$ cat src/sv/fh_pkg.sv
// fh_pkg: shared types, constants and the product schedule table
// for the focal-from-homography block; no dependencies
`default_nettype none
package fh_pkg;

  localparam int HW     = 48;          // width of one homography entry
  localparam int HALF   = HW / 2;      // partial product operand width
  localparam int SW     = 98;          // width of an exact sum of products
  localparam int NPROD  = 14;          // products formed per transaction
  localparam int FSTEPS = NPROD * 4;   // partial products per transaction
  localparam int QW     = 62;          // quotient bits below the saturation limit
  localparam int RTW    = 32;          // root width
  localparam int FW     = 24;          // focal code width

  typedef struct packed {
    logic [HW-1:0] h00;
    logic [HW-1:0] h01;
    logic [HW-1:0] h02;
    logic [HW-1:0] h10;
    logic [HW-1:0] h11;
    logic [HW-1:0] h12;
    logic [HW-1:0] h20;
    logic [HW-1:0] h21;
  } hin_t;

  typedef struct packed {
    logic [FW-1:0] focal_src;
    logic [FW-1:0] focal_dst;
    logic          src_ok;
    logic          dst_ok;
  } fout_t;

  typedef enum logic [2:0] {H00, H01, H02, H10, H11, H12, H20, H21} hsel_t;

  // numerators and denominators: destination first, then source
  typedef enum logic [2:0] {D_N1, D_D1, D_N2, D_D2, S_N1, S_D1, S_N2, S_D2} vsel_t;

  typedef struct packed {
    hsel_t a;
    hsel_t b;
    vsel_t t0;
    logic  n0;
    vsel_t t1;
    logic  e1;
    logic  n1;
  } prod_op_t;

  typedef struct packed {
    logic                 dz;
    logic [7:0][SW-1:0]   val;
  } qent_t;

  typedef struct packed {
    logic full;
    logic empty;
  } qstat_t;

  // which entries to multiply and where the product goes, with sign
  function automatic prod_op_t prod_op(input logic [3:0] p);
    prod_op_t op;
    case (p)
      4'd0:    op = '{H00, H00, D_N2, 1'b0, S_D2, 1'b1, 1'b0};
      4'd1:    op = '{H01, H01, D_N2, 1'b1, S_D2, 1'b1, 1'b0};
      4'd2:    op = '{H10, H10, D_N2, 1'b0, S_D2, 1'b1, 1'b1};
      4'd3:    op = '{H11, H11, D_N2, 1'b1, S_D2, 1'b1, 1'b1};
      4'd4:    op = '{H20, H21, D_D1, 1'b0, D_D1, 1'b0, 1'b0};
      4'd5:    op = '{H21, H21, D_D2, 1'b0, D_D2, 1'b0, 1'b0};
      4'd6:    op = '{H20, H20, D_D2, 1'b1, D_D2, 1'b0, 1'b0};
      4'd7:    op = '{H00, H01, D_N1, 1'b1, D_N1, 1'b0, 1'b0};
      4'd8:    op = '{H10, H11, D_N1, 1'b1, D_N1, 1'b0, 1'b0};
      4'd9:    op = '{H00, H10, S_D1, 1'b0, S_D1, 1'b0, 1'b0};
      4'd10:   op = '{H01, H11, S_D1, 1'b0, S_D1, 1'b0, 1'b0};
      4'd11:   op = '{H02, H12, S_N1, 1'b1, S_N1, 1'b0, 1'b0};
      4'd12:   op = '{H12, H12, S_N2, 1'b0, S_N2, 1'b0, 1'b0};
      4'd13:   op = '{H02, H02, S_N2, 1'b1, S_N2, 1'b0, 1'b0};
      default: op = '{H00, H00, D_N1, 1'b0, D_N1, 1'b0, 1'b0};
    endcase
    return op;
  endfunction

  function automatic logic [HW-1:0] mag48(input logic [HW-1:0] x);
    return x[HW-1] ? (~x + {{(HW-1){1'b0}}, 1'b1}) : x;
  endfunction

  function automatic logic [SW-1:0] absw(input logic [SW-1:0] x);
    return x[SW-1] ? (~x + {{(SW-1){1'b0}}, 1'b1}) : x;
  endfunction

endpackage
`default_nettype wire

$ cat src/sv/fh_queue.sv
// fh_queue: two-entry queue of classified sums between front and back
// uses fh_pkg
`default_nettype none
module fh_queue (
  input  logic           clk,
  input  logic           rst,
  input  logic           push,
  input  fh_pkg::qent_t  push_data,
  input  logic           pop,
  output fh_pkg::qent_t  head,
  output fh_pkg::qstat_t qs
);
  import fh_pkg::*;

  localparam int DEPTH = 2;
  localparam int PW    = $clog2(DEPTH);

  qent_t         mem [DEPTH];
  logic [PW-1:0] wp, rp;
  logic [PW:0]   cnt;
  logic          do_push, do_pop;

  assign qs.full  = (cnt == (PW+1)'(DEPTH));
  assign qs.empty = (cnt == '0);
  assign do_push  = push && !qs.full;
  assign do_pop   = pop && !qs.empty;
  assign head     = mem[rp];

  always_ff @(posedge clk) begin
    if (rst) begin
      wp  <= '0;
      rp  <= '0;
      cnt <= '0;
    end else begin
      if (do_push) wp <= wp + 1'b1;
      if (do_pop) rp <= rp + 1'b1;
      cnt <= cnt + (PW+1)'(do_push) - (PW+1)'(do_pop);
    end
  end

  always_ff @(posedge clk) begin
    if (do_push) mem[wp] <= push_data;
  end

endmodule
`default_nettype wire

$ cat config.mk
export PLATFORM = sky130hd
export DESIGN_NAME = fh_queue
export DESIGN_NICKNAME = d
export VERILOG_FILES = /design/src/sv/fh_pkg.sv /design/src/sv/fh_queue.sv
export SDC_FILE = /design/constraint.sdc
export NUM_CORES = 1
export LEC_CHECK = 0
export ABC_AREA = 1
export BUFFER_PORTS_ARGS = -buffer_cell sky130_fd_sc_hd__buf_2
export CORE_AREA = 2 2 614 616
export CTS_BUF_LIST = sky130_fd_sc_hd__clkbuf_8 sky130_fd_sc_hd__clkbuf_16
export DETAILED_ROUTE_END_ITERATION = 16
export DIE_AREA = 0 0 616 618
export SLEW_MARGIN = 20
export SYNTH_ARGS = -nofsm -noshare
export SYNTH_HDL_FRONTEND = slang
export SYNTH_SLANG_ARGS = --single-unit
$ cat constraint.sdc
create_clock -name clk -period 60.8 [get_ports clk]
set_clock_uncertainty 0.2 [all_clocks]
set_input_delay 15.2 -clock clk [delete_from_list [all_inputs] [get_ports clk]]
set_output_delay 15.2 -clock clk [all_outputs]
set_load 0.02 [all_outputs]
==> results.tsv <==
metric	value	unit
peakVddDrop	0.0258	mV
antenna_found_initial	390	
synthTopCellsByArea	edfxtp_1 (83%), mux2_2 (15%), buf_6 (1.4%)	
syn_to_final_growth	34.6	%
post-cts-setup-buffers	0	
cts-root-buf	clkbuf_16	
synth-seq-cells	1575	
htreeDepth	4	
die_w	616	um
synth_top_cell_by_area	edfxtp_1	
hp-class	reg -> reg	
worstSetupPathType	reg -> out	
placementRows	225	
cts.sink_count	1575	
max-clock-path-buffers	4	
crit_path_max_fanout	130	
fin_crit_sh	33.5	%
final_cell_area	76900	um^2
ys_warn_count	0	
start_util	15.3	%
finalHoldViolations	0	
critPathCaptureType	output pin	
synth_area	57100	um^2
vias	33300	
ios	1576	
numPortBuffers	1575	
track_usage	14.5	%
max_slew_margin	27.8	%
overflow	0	
timing.fmax	0.0491	GHz
drtPass1Iterations	7	
cts_buffers	182	
hpwl	240000	um
wire_per_inst	30.5	um
finalNetCount	4976	
worstSkewPairLatency	0.87	ns
final_max_slew_viol_count	0	
tightest_slew	1.08	ns
seq_area_frac_synth	82.7	%
drtAntennaViolNets	0	
fin_tns_setup	0	ns
fill_cells	39500	
ys_types	12	
place.gp.congestion	0.948	
path_cells	buf_12 > buf_4 > buf_4 > mux2_2 > buf_2	
crit_required	45.40	ns
crit_path_start_kind	register	
slowest_stage	buf_4	
cts_hold_buf	0	
via_per_inst	3.53	
syn_nets	3272	
dr.first_iter.drc_count	2755	
slowest_delay	0.93	ns
setup_violations	0	
drc	0	
synth_top_area_share	82.5	%
die_h	618	um
crit_top_cell	buf_4	
layout-drive-gt1-share	61.4	%
period_minus_slack	20.37	ns
placed_area	70700	um^2
cp_top_family	buffers and inverters	
grt_max_degree	149	
p_leak	27.1	nW
synth_cells	2481	
path_buf_inv	4	
status	complete, no violations	
drt-total-wl	288000	um
cts_tree	done	
critPathArrivalTime	4.97	ns
p_per_area	44.4	nW/um^2
max_cap_violations	0	
fp.coreArea	374000	um^2
clk_pin_slew	0.06	ns
avgSynthCellArea	23.0	um^2
rsz0062_at_grt	false	
grt_pass1_wl	356000	um
dieArea	381000	um^2
grt_pass1_vias	33000	
cts_resized	0	
-- power by group --
part | internal (mW) | switching, mW
Clock | 0.619 | 0.465
Combinational | 0.293 | 0.615
Sequential | 1.38 | 0.0394
Total | 2.29 | 1.12
-- state kept, by name, summed over array words and instances (netlist names), named ones only --
signal and flops:
mem 1570, cnt 2, wp 1, rp 1
-- final cells by class --
cell class                      instances  area (um^2)  area share [%]
Tap cell                             4994         6250            8.13
Clock buffer                          182         4550            5.92
Sequential cell                      1575        47200            61.4
Timing Repair Buffer                 1607         8190            10.6
Clock inverter                        143         1320            1.72
Antenna cell                          130          325           0.423
Multi-Input combinational cell        809         8960            11.7
Inverter                               10         45.0          0.0586
-- cell usage after synthesis (all sizes together) --
cell	instances
edfxtp	1570
mux2	785
buf	87
inv	10
nor2	9
nand2	8
dfxtp	5
nand3	3
a21oi	2
ha	2
-- tightest hold or removal path, cell delays in order (launching register included) --
cell and delay [ns]:
dfxtp_1 0.33, nor2_1 0.06, nor2_1 0.09
-- cell families (layout without fill, tap and decap cells) --
| family | after synthesis | in the layout | share of synthesized area [%] |
|---|---|---|---|
| fa+ha+maj | 2 | 2 | 0.0438 |
| buf+inv | 97 | 1942 | 1.62 |
| flops | 1575 | 1575 | 82.7 |
| compound gates | 2 | 2 | 0.0175 |
| mux | 785 | 785 | 15.5 |
| other cells | 0 | 130 | 0 |
| simple gates | 20 | 20 | 0.138 |
-- per-stage QoR --
stage	setup WS (ns)	instances	total power, mW	hold WS, ns	util [%]
after global routing	40.15	9358	3.54	0.358	20.5
after global placement	40.22	8995	2.36	0.281	18.9
after detailed placement	40.14	8995	2.37	0.301	18.9
final	40.43	9450	3.41	0.321	20.6
after floorplan	10.93	2481	2.17	0.267	-
after CTS	40.33	9320	3.47	0.325	20.5
-- routing by layer --
metal / vias up / track usage, % / routed length (um)
li1: 13600 / - / -
met1: 16600 / 15.4 / 101000
met2: 2082 / 23.9 / 135000
met3: 845 / 7.39 / 35400
met4: 208 / 6.28 / 14800
met5: - / 0 / 1420
-- path summary, 6_finish.rpt --
kind / end / start / slack, ns / cells after the start
min: rp / rp / 0.32 / 2
max: head[231] / register / 40.43 / 5
min reg2reg: rp / rp / 0.32 / 2
max reg2reg: mem[0][779] / cnt[0] / 55.36 / 9
-- cells in the final DEF, fill, tap and decap left out, drive strengths merged --
cell      Yosys  final
buf          87   1607
edfxtp     1570   1570
mux2        785    785
clkbuf        0    182
diode         0    130
clkinv        0     71
inv          10     58
bufinv        0     16
nor2          9      9
nand2         8      8
clkinvlp      0      8
dfxtp         5      5
nand3         3      3
a21oi         2      2
ha            2      2
Power figures use the tool's default switching activity.
